[src/dmad_pkg.sv]
// Shared types and constants for the drive mode arbiter with debounce.
package dmad_pkg;

  localparam logic [1:0] MODE_GLOBAL   = 2'd0;
  localparam logic [1:0] MODE_AVOID    = 2'd1;
  localparam logic [1:0] MODE_OVERTAKE = 2'd2;
  localparam logic [1:0] MODE_RSVD     = 2'd3;

  localparam logic [1:0] CFG_DEFAULT_MODE = 2'd0;
  localparam logic [1:0] CFG_PATH_CHECK   = 2'd1;
  localparam logic [1:0] CFG_MIN_DWELL    = 2'd2;
  localparam logic [1:0] CFG_CONFIRM      = 2'd3;

  localparam logic [7:0] COUNT_MAX = 8'd255;

  typedef struct packed {
    logic [1:0]  default_mode;
    logic        path_check_enable;
    logic [15:0] min_dwell_ms;
    logic [7:0]  confirm_ticks;
  } cfg_t;

  typedef struct packed {
    logic [31:0] now_ms;
    logic        obstacles_fresh;
    logic        static_blocks;
    logic        dynamic_blocks;
    logic        any_static;
    logic        any_dynamic;
    logic        avoid_fresh;
    logic        avoid_valid;
    logic        overtake_fresh;
    logic        overtake_valid;
  } item_t;

  typedef struct packed {
    logic [1:0] req;
    logic       avoid_ok;
    logic       over_ok;
  } request_t;

  typedef struct packed {
    logic [1:0] mode;
    logic [1:0] requested_mode;
    logic       fell_back;
    logic       changed;
  } result_t;

endpackage

[src/drive_mode_arbiter_debounce_unit.sv]
// Top level of the drive mode arbiter: configuration, input register and result register.
// Each input word is taken into an input register, its mode request and stability filter
// are worked out combinationally, and the result lands in an output register, so one word
// can be accepted in every clock cycle while out_ready does not stall the output; a result
// moves into the output register only when that register is free. The rate is set by the
// update of the filter state (committed mode, pending mode, confirmation count and time of
// the last change), which the next word reads. The user must write configuration through
// cfg_we, cfg_index and cfg_wdata only while no word is in flight; it is not enforced.
module drive_mode_arbiter_debounce_unit (
  input  logic        clk,
  input  logic        rst_n,
  input  logic        cfg_we,
  input  logic [1:0]  cfg_index,
  input  logic [15:0] cfg_wdata,
  input  logic        in_valid,
  output logic        in_ready,
  input  logic [31:0] in_now_ms,
  input  logic        in_obstacles_fresh,
  input  logic        in_static_blocks,
  input  logic        in_dynamic_blocks,
  input  logic        in_any_static,
  input  logic        in_any_dynamic,
  input  logic        in_avoid_fresh,
  input  logic        in_avoid_valid,
  input  logic        in_overtake_fresh,
  input  logic        in_overtake_valid,
  output logic        out_valid,
  input  logic        out_ready,
  output logic [1:0]  out_mode,
  output logic [1:0]  out_requested_mode,
  output logic        out_fell_back,
  output logic        out_changed
);

  dmad_pkg::cfg_t     cfg_r;
  dmad_pkg::item_t    item_r;
  dmad_pkg::request_t request;
  dmad_pkg::result_t  result;
  dmad_pkg::result_t  res_r;
  logic               s1_valid_r;
  logic               out_valid_r;
  logic               advance;

  assign advance  = s1_valid_r && (!out_valid_r || out_ready);
  assign in_ready = !s1_valid_r || advance;

  always_ff @(posedge clk) begin
    if (!rst_n) begin
      cfg_r.default_mode      <= dmad_pkg::MODE_GLOBAL;
      cfg_r.path_check_enable <= 1'b1;
      cfg_r.min_dwell_ms      <= 16'd1000;
      cfg_r.confirm_ticks     <= 8'd3;
    end else if (cfg_we) begin
      case (cfg_index)
        dmad_pkg::CFG_DEFAULT_MODE: cfg_r.default_mode      <= cfg_wdata[1:0];
        dmad_pkg::CFG_PATH_CHECK:   cfg_r.path_check_enable <= cfg_wdata[0];
        dmad_pkg::CFG_MIN_DWELL:    cfg_r.min_dwell_ms      <= cfg_wdata;
        dmad_pkg::CFG_CONFIRM:      cfg_r.confirm_ticks     <= cfg_wdata[7:0];
        default: ;
      endcase
    end
  end

  always_ff @(posedge clk) begin
    if (!rst_n) begin
      s1_valid_r  <= 1'b0;
      out_valid_r <= 1'b0;
    end else begin
      if (in_ready) begin
        s1_valid_r <= in_valid;
      end
      if (advance) begin
        out_valid_r <= 1'b1;
      end else if (out_ready) begin
        out_valid_r <= 1'b0;
      end
    end
  end

  always_ff @(posedge clk) begin
    if (in_valid && in_ready) begin
      item_r.now_ms          <= in_now_ms;
      item_r.obstacles_fresh <= in_obstacles_fresh;
      item_r.static_blocks   <= in_static_blocks;
      item_r.dynamic_blocks  <= in_dynamic_blocks;
      item_r.any_static      <= in_any_static;
      item_r.any_dynamic     <= in_any_dynamic;
      item_r.avoid_fresh     <= in_avoid_fresh;
      item_r.avoid_valid     <= in_avoid_valid;
      item_r.overtake_fresh  <= in_overtake_fresh;
      item_r.overtake_valid  <= in_overtake_valid;
    end
    if (advance) begin
      res_r <= result;
    end
  end

  dmad_request u_request (
    .cfg     (cfg_r),
    .item    (item_r),
    .request (request)
  );

  dmad_filter u_filter (
    .clk     (clk),
    .rst_n   (rst_n),
    .en      (advance),
    .cfg     (cfg_r),
    .now_ms  (item_r.now_ms),
    .request (request),
    .result  (result)
  );

  assign out_valid          = out_valid_r;
  assign out_mode           = res_r.mode;
  assign out_requested_mode = res_r.requested_mode;
  assign out_fell_back      = res_r.fell_back;
  assign out_changed        = res_r.changed;

  a_fallback_is_change: assert property (@(posedge clk) disable iff (!rst_n)
    out_valid && out_fell_back |-> out_changed && out_mode == dmad_pkg::MODE_GLOBAL)
    else $error("fallback word without a change to global");

  a_no_overwrite: assert property (@(posedge clk) disable iff (!rst_n)
    out_valid && !out_ready |=> out_valid && $stable(res_r))
    else $error("waiting result word was overwritten");

endmodule

[src/dmad_request.sv]
// Requested mode and path usability from the obstacle and path flags of one word.
module dmad_request (
  input  dmad_pkg::cfg_t     cfg,
  input  dmad_pkg::item_t    item,
  output dmad_pkg::request_t request
);

  logic       avoid_ok;
  logic       over_ok;
  logic       both;
  logic [1:0] dflt;

  assign avoid_ok = item.avoid_fresh && (!cfg.path_check_enable || item.avoid_valid);
  assign over_ok  = item.overtake_fresh && (!cfg.path_check_enable || item.overtake_valid);
  assign both     = item.any_static && item.any_dynamic
                    && (item.static_blocks || item.dynamic_blocks);
  assign dflt     = (cfg.default_mode == dmad_pkg::MODE_RSVD) ? dmad_pkg::MODE_GLOBAL
                                                              : cfg.default_mode;

  always_comb begin
    request.avoid_ok = avoid_ok;
    request.over_ok  = over_ok;
    if (item.obstacles_fresh && (both || item.static_blocks)) begin
      request.req = avoid_ok ? dmad_pkg::MODE_AVOID : dmad_pkg::MODE_GLOBAL;
    end else if (item.obstacles_fresh && item.dynamic_blocks) begin
      request.req = over_ok ? dmad_pkg::MODE_OVERTAKE : dmad_pkg::MODE_GLOBAL;
    end else if (dflt == dmad_pkg::MODE_AVOID) begin
      request.req = avoid_ok ? dmad_pkg::MODE_AVOID : dmad_pkg::MODE_GLOBAL;
    end else if (dflt == dmad_pkg::MODE_OVERTAKE) begin
      request.req = over_ok ? dmad_pkg::MODE_OVERTAKE : dmad_pkg::MODE_GLOBAL;
    end else begin
      request.req = dmad_pkg::MODE_GLOBAL;
    end
  end

endmodule

[src/dmad_filter.sv]
// Stability filter: committed mode, pending request, confirmation count and dwell timer.
module dmad_filter (
  input  logic               clk,
  input  logic               rst_n,
  input  logic               en,
  input  dmad_pkg::cfg_t     cfg,
  input  logic [31:0]        now_ms,
  input  dmad_pkg::request_t request,
  output dmad_pkg::result_t  result
);

  logic [1:0]  committed_r, committed_nxt;
  logic [1:0]  pending_r, pending_nxt;
  logic [7:0]  count_r, count_nxt;
  logic [31:0] last_change_r, last_change_nxt;
  logic        supported;
  logic        fell;
  logic [31:0] elapsed;

  assign elapsed = now_ms - last_change_r;

  always_comb begin
    case (committed_r)
      dmad_pkg::MODE_AVOID:    supported = request.avoid_ok;
      dmad_pkg::MODE_OVERTAKE: supported = request.over_ok;
      default:                 supported = 1'b1;
    endcase
  end

  always_comb begin
    committed_nxt   = committed_r;
    pending_nxt     = pending_r;
    count_nxt       = count_r;
    last_change_nxt = last_change_r;
    fell            = 1'b0;
    if (!supported) begin
      committed_nxt   = dmad_pkg::MODE_GLOBAL;
      last_change_nxt = now_ms;
      pending_nxt     = dmad_pkg::MODE_GLOBAL;
      count_nxt       = 8'd0;
      fell            = 1'b1;
    end else if (request.req == committed_r) begin
      pending_nxt = committed_r;
      count_nxt   = 8'd0;
    end else begin
      if (request.req != pending_r) begin
        pending_nxt = request.req;
        count_nxt   = 8'd1;
      end else if (count_r != dmad_pkg::COUNT_MAX) begin
        count_nxt = count_r + 8'd1;
      end
      if (elapsed >= {16'd0, cfg.min_dwell_ms} && count_nxt >= cfg.confirm_ticks) begin
        committed_nxt   = pending_nxt;
        last_change_nxt = now_ms;
        count_nxt       = 8'd0;
      end
    end
    result.mode           = committed_nxt;
    result.requested_mode = request.req;
    result.fell_back      = fell;
    result.changed        = committed_nxt != committed_r;
  end

  always_ff @(posedge clk) begin
    if (!rst_n) begin
      committed_r   <= dmad_pkg::MODE_GLOBAL;
      pending_r     <= dmad_pkg::MODE_GLOBAL;
      count_r       <= 8'd0;
      last_change_r <= 32'd0;
    end else if (en) begin
      committed_r   <= committed_nxt;
      pending_r     <= pending_nxt;
      count_r       <= count_nxt;
      last_change_r <= last_change_nxt;
    end
  end

  a_committed_legal: assert property (@(posedge clk) disable iff (!rst_n)
    committed_r != dmad_pkg::MODE_RSVD)
    else $error("committed mode holds the reserved code");

  a_fallback_restarts_dwell: assert property (@(posedge clk) disable iff (!rst_n)
    en && fell |=> last_change_r == $past(now_ms) && count_r == 8'd0
                   && committed_r == dmad_pkg::MODE_GLOBAL)
    else $error("fallback did not restart the dwell timer");

  a_change_restarts_dwell: assert property (@(posedge clk) disable iff (!rst_n)
    en && result.changed |=> last_change_r == $past(now_ms))
    else $error("mode change did not record its time");

  a_idle_holds_state: assert property (@(posedge clk) disable iff (!rst_n)
    !en |=> $stable(committed_r) && $stable(count_r) && $stable(pending_r))
    else $error("filter state moved without a word");

endmodule
[config.mk]
export PLATFORM = sky130hd
export DESIGN_NAME = drive_mode_arbiter_debounce_unit
export DESIGN_NICKNAME = d
export VERILOG_FILES = /design/src/dmad_pkg.sv /design/src/drive_mode_arbiter_debounce_unit.sv /design/src/dmad_request.sv /design/src/dmad_filter.sv
export SDC_FILE = /design/constraint.sdc
export NUM_CORES = 1
export LEC_CHECK = 0
export ABC_AREA = 1
export BUFFER_PORTS_ARGS = -buffer_cell sky130_fd_sc_hd__buf_2
export CAP_MARGIN = 0
export CELL_PAD_IN_SITES_DETAIL_PLACEMENT = 0
export CELL_PAD_IN_SITES_GLOBAL_PLACEMENT = 1
export CORE_ASPECT_RATIO = 1.5
export CORE_UTILIZATION = 39
export DETAILED_ROUTE_END_ITERATION = 8
export MAX_ROUTING_LAYER = met4
export PLACE_DENSITY = 0.82
export SYNTH_ARGS = -nofsm -noshare
export SYNTH_HDL_FRONTEND = slang
export SYNTH_HIERARCHICAL = 1
export SYNTH_SLANG_ARGS = --single-unit
[constraint.sdc]
create_clock -name clk -period 3.1 [get_ports clk]
set_clock_uncertainty 0.15 [all_clocks]
set_input_delay 0.31 -clock clk [delete_from_list [all_inputs] [get_ports clk]]
set_output_delay 0.31 -clock clk [all_outputs]
set_load 0.05 [all_outputs]
## Yosys cells after proc, flatten, opt, wreduce, memory -nomap -nowiden

Cells that the tools add are included.

| cells by class | value |
|---|---|
| order comparisons | 2 |
| multiplexer cells | 27 |
| $add $sub $neg | 2 |
| reductions and logical operators | 25 |
| eq/ne operators | 14 |

Operators by type and width:

| operator | count |
|---|---|
| 32-bit two-way mux | 3 |
| 8-bit two-way mux | 7 |
| 32-bit by 16-bit greater-or-equal comparator with 1-bit output | 1 |
| 32-bit subtractor | 1 |
| 2-bit two-way mux | 12 |
| 2-bit == test (second input constant) | 5 |
| 1-bit logical AND | 9 |
| 8-bit by 1-bit adder with 8-bit output (second input constant) | 1 |
| 8-bit greater-or-equal comparator | 1 |
| 8-bit inequality test (second input constant) | 1 |
| 2-bit AND reduction | 4 |
| 2-bit by 1-bit == test with 1-bit output (second input constant) | 3 |
| 1-bit logical OR | 6 |
| 1-bit two-way mux | 4 |
| 2-bit inequality test | 2 |
| 2-bit inequality test (second input constant) | 2 |
| 1-bit logical NOT | 3 |
| 3-bit AND reduction | 1 |
| 2-bit == test | 1 |
| 2-bit logical NOT | 1 |
| 1-bit case mux with 2 select lines | 1 |
| 2-bit nonzero test | 1 |

| storage, ports and cells | value |
|---|---|
| logic and storage cells | 94 |
| flip-flop bits (word level) | 120 |
| output and inout bits | 8 |
| input bits | 64 |

## Logic depth before layout (Yosys ltp)

Gate-level depths: netlist (run 1).

| depth | value |
|---|---|
| depth in word-level cells | 18 |
| mapped depth | 26 |

## Cells and area by module

The synthesis (run 1) kept the hierarchy.

Modules (own cells, without submodules):

| module | cells each | sequential area each (um2) | times used | area each (um2) |
|---|---|---|---|---|
| dmad_filter | 1008 | 880.8 | 1 | 5685.5 |
| drive_mode_arbiter_debounce_unit | 220 | 1991.9 | 1 | 2617.5 |
| dmad_request | 20 | 0.0 | 1 | 103.8 |

## Worst setup path after synthesis (run 1)

Ideal clock, no wire load.

| timing | value |
|---|---|
| path kind | reg2reg |
| start | register, netlist name item_r[9] |
| end | register u_filter.last_change_r[18] |
| stages on the path, launching flop included | 24 |
| period minus slack after synthesis | 3.251 ns |
| buffers on the path | 1 |
| setup slack | -0.151 ns |
| library setup time | 0.115 ns |
| arrival time | 2.986 ns |
| cell sequence | edfxtp_1 inv_1 ha_1 fa_1 inv_1 nand2_1 nand3_1 nand2_1 nand2_1 xor2_1 ha_1 nand2_1 nor2_1 a211oi_1 nand3_1 nor2_1 nand3_1 nor2_1 nand2_2 nand3_2 nand2_4 buf_6 a21oi_1 nor2_1 |

| on the way | value |
|---|---|
| word-level cells in the longest chain between the ends | 5 |

RTL lines:

| element | RTL line | source |
|---|---|---|
| 32-bit subtractor | dmad_filter.sv:20 | `assign elapsed = now_ms - last_change_r;` |
| 32-bit by 16-bit greater-or-equal comparator with 1-bit output | dmad_filter.sv:52 | `if (elapsed >= {16'd0, cfg.min_dwell_ms} && count_nxt >= cfg.confirm_ticks) begin` |
| 1-bit logical AND | dmad_filter.sv:52 |  |
| 2-bit inequality test (no line) | -- |  |
| 3-bit AND reduction (no line) | -- |  |
| end signal: assignment | dmad_filter.sv:74 | `last_change_r <= last_change_nxt;` |
| end: declaration | dmad_filter.sv:15 | `logic [31:0] last_change_r, last_change_nxt;` |

Every way passes these cells.
A chain may end at the register's enable or synchronous reset.

## Worst setup path in the final report (run 1)

| timing | value |
|---|---|
| start | register, netlist name item_r[19] |
| end | register u_filter.last_change_r[18] |

| on the way | value |
|---|---|
| word-level cells in the longest chain between the ends | 5 |

RTL lines:

| element | RTL line |
|---|---|
| 32-bit subtractor | dmad_filter.sv:20 |
| 32-bit by 16-bit greater-or-equal comparator with 1-bit output | dmad_filter.sv:52 |
| 1-bit logical AND | dmad_filter.sv:52 |
| 2-bit inequality test (no line) | -- |
| 3-bit AND reduction (no line) | -- |

Every way passes these cells.

==> results.toml, run 1 <==
[synth]
synth.distinct_cells = 41
netlist_area_um2 = 8410
netlist.area_leader.share_pct = 17.4
yosysWarnings = 6
synth_area_leader_cell = "dfxtp_1"
yosysSeqAreaShare_pct = 34.2
syn_nets = 1371
syn_inst = 1248
synth-seq-cells = 120
syn_avg_cell_area_um2 = 6.74
netlist_top_cells_area = "dfxtp_1, nand2_1, edfxtp_1"

[clock_network]
tritoncts = "built"
root_buffer = "clkbuf_16"
cts.htree.levels = 4
clk_latency_ns = 0.43
clkSinkCount = 120
max-clock-path-buffers = 2
cts_buffers = 17
clk_pin_slew_ns = 0.06

[outcome]
status = "finished, violations left"
violations = "setup timing"

[final_layout]
stdcell_area_um2 = 11600
nFillCells = 2044
nets = 1610
drive_gt1_share_pct = 24.9
mostFrequentLayoutCells = "nand2_1, inv_1, nor2_1"
syn2layout_area_growth_pct = 38.1
diodes = 0
regArea_um2 = 2870
final_common_cell = "nand2_1"
multi_input_area_um2 = 4760

[detailed_routing]
via_per_inst = 4.60
routed_wl_mm = 23.4
wl_per_cell_um = 13.2
vias = 8127
firstDrtPassIters = 6
drtIter0Drc = 346
ant_nets = 0
drc = 0

[timing]
fin_ws_ns = -0.511
finalCriticalPeriod_ns = 3.61
rsz0062_at_grt = "true"
relSlewSlack_pct = 66.1
fmax_ghz = 0.277
slew_viol_final = 0
min_period_over_period_pct = 116
finalHoldViolations = 0
tightest_slew_ns = 0.508
setup_viol = 45
whs_ns = 0.0447

[global_route]
grt_pass1_vias = 7898
met2_usage_pct = 41.8
grt_use_total_pct = 22.6
antenna_found_initial = 0
grt_max_degree = 42
grt_pass1_wl_mm = 37.3
met1_usage_pct = 22.5
busiest_layer = "met2"
grt-ovfl-total = 0
met3_usage_pct = 3.58

[worst_setup_path]
worst-path-buf-inv = 3
cpMaxStageDelayCell = "edfxtp_1"
crit_path_max_fanout = 7
max_stage_delay_ns = 0.45
crit_path_frequent_cell = "nand2_1"
cp_cell_sequence = "ha_4, nand2_4, inv_1, nand2_1, nand2_1, a21oi_1, nand2_2, xor2_2, ha_1, nand2_1, nor2_1, a211oi_2, nand3_1, nor2_2, nand3_1, nor2_2, nand2_2, nand3_4, nand2_8, buf_4, clkbuf_16, a21oi_1, nor2_1"
crit_required_ns = 3.28
crit_arrival_ns = 3.79
critPathLaunchType = "register"
cp_top_family = "simple AND/OR/NAND/NOR gates"
end_kind = "register"
critPathKind = "reg -> reg"

[power_and_ir_drop]
p_leak_nw = 5.82
power.share.sequential_pct = 32.0
irDropWorstVdd_uv = 383
pwr-share-comb_pct = 31.6
switching_share_pct = 32.0
p_per_area_nw_per_um2 = 482
p_int_mw = 3.81
p_clk_share_pct = 36.4
power.switching_mw = 1.79

[min_path]
min_path_type = "in -> reg"

[floorplan]
die-width_um = 122
core_um2 = 21100
die_h_um = 182
num_io_pins = 72
die_area_um2 = 22200
floorplan.initialDensity_pct = 39.9
rows = 65

[job]
drv_cap = 0

[place]
portBuffers = 71
routabilityCongestion = 0.890
dp_hpwl_mm = 17.3
detailed_place.area_um2 = 9930
[worst paths after layout]
path,to,slack (ns),cells past startpoint,from
worst max-delay path,u_filter/last_change_r[18]$_SDFFE_PN0P_,-0.51,23,item_r[19]$_DFFE_PP_
worst min-delay path,out_valid$_SDFFE_PN0P_,0.04,4,out_ready
worst max register to register,u_filter/last_change_r[18]$_SDFFE_PN0P_,-0.51,23,item_r[19]$_DFFE_PP_
worst min register to register,cfg_r[15]$_SDFFE_PN1P_,0.32,2,cfg_r[15]$_SDFFE_PN1P_
[per-stage QoR]
step	setup TNS, ns	cells	utilization, %	total power [mW]	worst slack (ns)
6_report	-18.70	1768	55.1	5.60	-0.511
5_1_grt	-29.79	1768	55.1	5.90	-0.750
4_1_cts	-16.66	1759	54.2	5.58	-0.441
3_5_place_dp	-20.01	1655	47.1	3.27	-0.497
3_3_place_gp	-20.17	1655	47.1	3.26	-0.502
2_1_floorplan	-0.987	1248	-	2.80	-0.0427
[power groups by stage]
stage	Combinational (mW)	Sequential [mW]	Clock (mW)
floorplan	0.965	1.84	0
global placement	1.43	1.82	0
detailed placement	1.45	1.83	0
CTS	1.70	1.79	2.09
global route	1.95	1.80	2.15
finish	1.77	1.79	2.04
[area by class of cell]
type / instances / share of cell area [%]
multi-input cells: 829 / 41.0
flip-flops and latches: 120 / 24.7
repair buffers: 250 / 17.5
inverters: 269 / 8.70
clock buffers: 18 / 3.70
well taps: 268 / 2.89
clock inverters: 14 / 1.50
[cells by family after synthesis]
| family | Yosys count | share of synthesized area (%) |
|---|---|---|
| simple gates | 654 | 34.2 |
| buf+inv | 299 | 14.7 |
| flops | 120 | 34.2 |
| compound gates | 100 | 6.40 |
| fa+ha+maj | 59 | 8.87 |
| xor+xnor | 16 | 1.67 |
[worst min-delay path, stage by stage]
cell and delay (ns):
buf_2 0.07, inv_1 0.07, nand2_1 0.07, a21oi_1 0.05
[what timing repair did]
item	4_1_cts	5_1_grt
cloned	5	2
endpoints found under the setup margin	45	45
hold buffers	58	0
hold endpoints to repair	63	0
setup buffers	9	8
pin swaps	0	6
resized for setup	25	30
[synth_stat cells]
| cell | count |
|---|---|
| fa_1 | 1 |
| nand3_1 | 57 |
| nand3_4 | 1 |
| a22o_1 | 1 |
| nand4_1 | 12 |
| and2_1 | 2 |
| a21oi_1 | 78 |
| a22oi_1 | 1 |
| xnor2_1 | 2 |
| nand3b_1 | 5 |
| nor2_1 | 131 |
| clkinv_1 | 3 |
| buf_4 | 7 |
| nand2_2 | 6 |
| inv_2 | 9 |
| a21boi_2 | 1 |
| nand3_2 | 32 |
| clkbuf_1 | 5 |
| buf_1 | 2 |
| o21ai_0 | 8 |
| and3_1 | 3 |
| a31oi_1 | 2 |
| xor2_1 | 14 |
| edfxtp_1 | 47 |
| nand2_4 | 2 |
| dfxtp_1 | 73 |
| o21bai_1 | 3 |
| nor3_1 | 7 |
| nor3b_1 | 1 |
| or2_2 | 1 |
| nor4_1 | 1 |
| nor2_2 | 8 |
| buf_2 | 6 |
| inv_1 | 257 |
| nand2_1 | 384 |
| ha_1 | 58 |
| o21a_1 | 2 |
| a211oi_1 | 4 |
| clkbuf_8 | 1 |
| buf_6 | 9 |
| nor2_4 | 1 |
[sequential cells by signal, indices dropped and copies added, names as in the netlist]
name / cells
s1_valid_r: 1
u_filter/pending_r: 2
out_changed: 1
out_mode: 2
u_filter/last_change_r: 32
out_valid: 1
u_filter/committed_r: 2
cfg_r: 27
item_r: 41
out_requested_mode: 2
out_fell_back: 1
u_filter/count_r: 8
[routing by layer]
metal	vias up	wire length, um
li1	4312	-
met1	3619	9200
met2	149	12700
met3	47	695
met4	0	806
met5	-	0
(Power assumes the default switching activity.)
==> run 2: changes to the inputs <==
Settings changed: SKIP_LAST_GASP from default to 1.
==> results.toml, run 2 (same netlist as run 1, synthesis figures left out) <==
[outcome]
status = "finished, violations left"
violations = "setup timing"

[final_layout]
mostFrequentLayoutCells = "nand2_1, inv_1, nor2_1"
diodes = 0
nFillCells = 2045
instances_no_fill = 1768
largest_register_ffs = 41
nets = 1610
drive_gt1_share_pct = 24.8
syn2layout_area_growth_pct = 38.1
postLayoutCoreUtil_pct = 55.1
final_common_cell = "nand2_1"
regMostFlops = "item_r"
largestRegisters = "item_r (41), u_filter/last_change_r (32), cfg_r (27)"

[worst_setup_path]
crit_required_ns = 3.28
crit_path_max_fanout = 7
end_kind = "register"
critPathLaunchType = "register"
critPathKind = "reg -> reg"
crit_arrival_ns = 3.79

[detailed_routing]
drtIter0Drc = 345
routed_wl_mm = 23.4
wl_per_cell_um = 13.2
drc = 0
ant_nets = 0
via_per_inst = 4.60
vias = 8141
firstDrtPassIters = 5

[power_and_ir_drop]
irDropWorstVdd_uv = 383
p_per_area_nw_per_um2 = 482
p_leak_nw = 5.82

[floorplan]
rows = 65
floorplan.initialDensity_pct = 39.9
die_area_um2 = 22200
die-width_um = 122
die_h_um = 182
core_um2 = 21100
num_io_pins = 72

[clock_network]
clk_pin_slew_ns = 0.06
max-clock-path-buffers = 2
cts.htree.levels = 4
clk_latency_ns = 0.43
root_buffer = "clkbuf_16"
clkSinkCount = 120
tritoncts = "built"
cts_buffers = 17

[timing]
finalHoldViolations = 0
setup_viol = 45
slew_viol_final = 0
rsz0062_at_grt = "true"
finalCriticalPeriod_ns = 3.62
relSlewSlack_pct = 66.3
fmax_ghz = 0.277
tightest_slew_ns = 0.506
fin_ws_ns = -0.516
min_period_over_period_pct = 117

[job]
drv_cap = 0

[global_route]
grt_pass1_wl_mm = 37.3
grt_pass1_vias = 7898
met3_usage_pct = 3.58
met1_usage_pct = 22.5
met2_usage_pct = 41.8
grt_max_degree = 42
busiest_layer = "met2"
antenna_found_initial = 0
grt-ovfl-total = 0
grt_use_total_pct = 22.6

[place]
dp_hpwl_mm = 17.3
place_inst = 1655
portBuffers = 71
routabilityCongestion = 0.890

[min_path]
min_path_type = "in -> reg"
## run 2: cell counts in the layout (fill, tap and decap cells not counted)
Identical to the previous run, type by type.
## run 2: layer usage
metal,wire length [um],share of wire (%)
met1,9220,39
met2,12700,54
met3,674,2.9
met4,803,3.4
met5,0,0
## run 2: per-stage QoR
stage	hold slack [ns]	cell area [um^2]	setup TNS (ns)	power, mW	setup slack, ns
after detailed placement	0.307	9930	-20.01	3.27	-0.497
after global routing	0.0727	11600	-29.79	5.90	-0.754
after floorplan	0.259	8680	-0.987	2.80	-0.0427
final	0.0449	11600	-18.68	5.60	-0.516
after global placement	0.302	9930	-20.17	3.26	-0.502
after CTS	0.0262	11400	-16.66	5.58	-0.441
## run 2: worst max-delay path, cell delays in order (launching register included)
cell and delay [ns]:
edfxtp_1 0.45, ha_4 0.30, nand2_4 0.09, inv_1 0.04, nand2_1 0.07, nand2_1 0.09, a21oi_1 0.17, nand2_2 0.11
xor2_2 0.15, ha_1 0.33, nand2_1 0.08, nor2_1 0.05, a211oi_2 0.18, nand3_1 0.12, nor2_2 0.11, nand3_1 0.10
nor2_2 0.13, nand2_2 0.08, nand3_4 0.09, nand2_8 0.09, buf_4 0.17, clkbuf_16 0.15, a21oi_1 0.13, nor2_1 0.06
## run 2: final timing paths
kind | from | end | slack, ns | depth (start not counted)
worst min-delay path | out_ready | out_valid$_SDFFE_PN0P_ | 0.04 | 4
worst max-delay path | item_r[19]$_DFFE_PP_ | u_filter/last_change_r[18]$_SDFFE_PN0P_ | -0.52 | 23
worst max register to register | item_r[19]$_DFFE_PP_ | u_filter/last_change_r[18]$_SDFFE_PN0P_ | -0.52 | 23
worst min register to register | cfg_r[15]$_SDFFE_PN1P_ | cfg_r[15]$_SDFFE_PN1P_ | 0.32 | 2
## run 2: layout make-up
class | instances | area, um^2 | area share [%]
Inverter | 269 | 1010 | 8.70
Multi-Input combinational cell | 829 | 4760 | 41.0
Tap cell | 268 | 335 | 2.89
Clock buffer | 18 | 429 | 3.70
Timing Repair Buffer | 250 | 2030 | 17.5
Clock inverter | 14 | 174 | 1.50
Sequential cell | 120 | 2870 | 24.7
## run 2: what timing repair did
action,4_1_cts,5_1_grt
gates cloned,5,2
pin swaps,0,6
setup buffers,9,8
setup endpoints to repair,45,45
resized for setup,25,29
hold endpoints to repair,63,0
hold buffers,58,0
## run 2: where the power goes
part	internal [mW]	switching (mW)
Combinational	0.802	0.967
Clock	1.27	0.771
Sequential	1.74	0.0555
Total	3.81	1.79
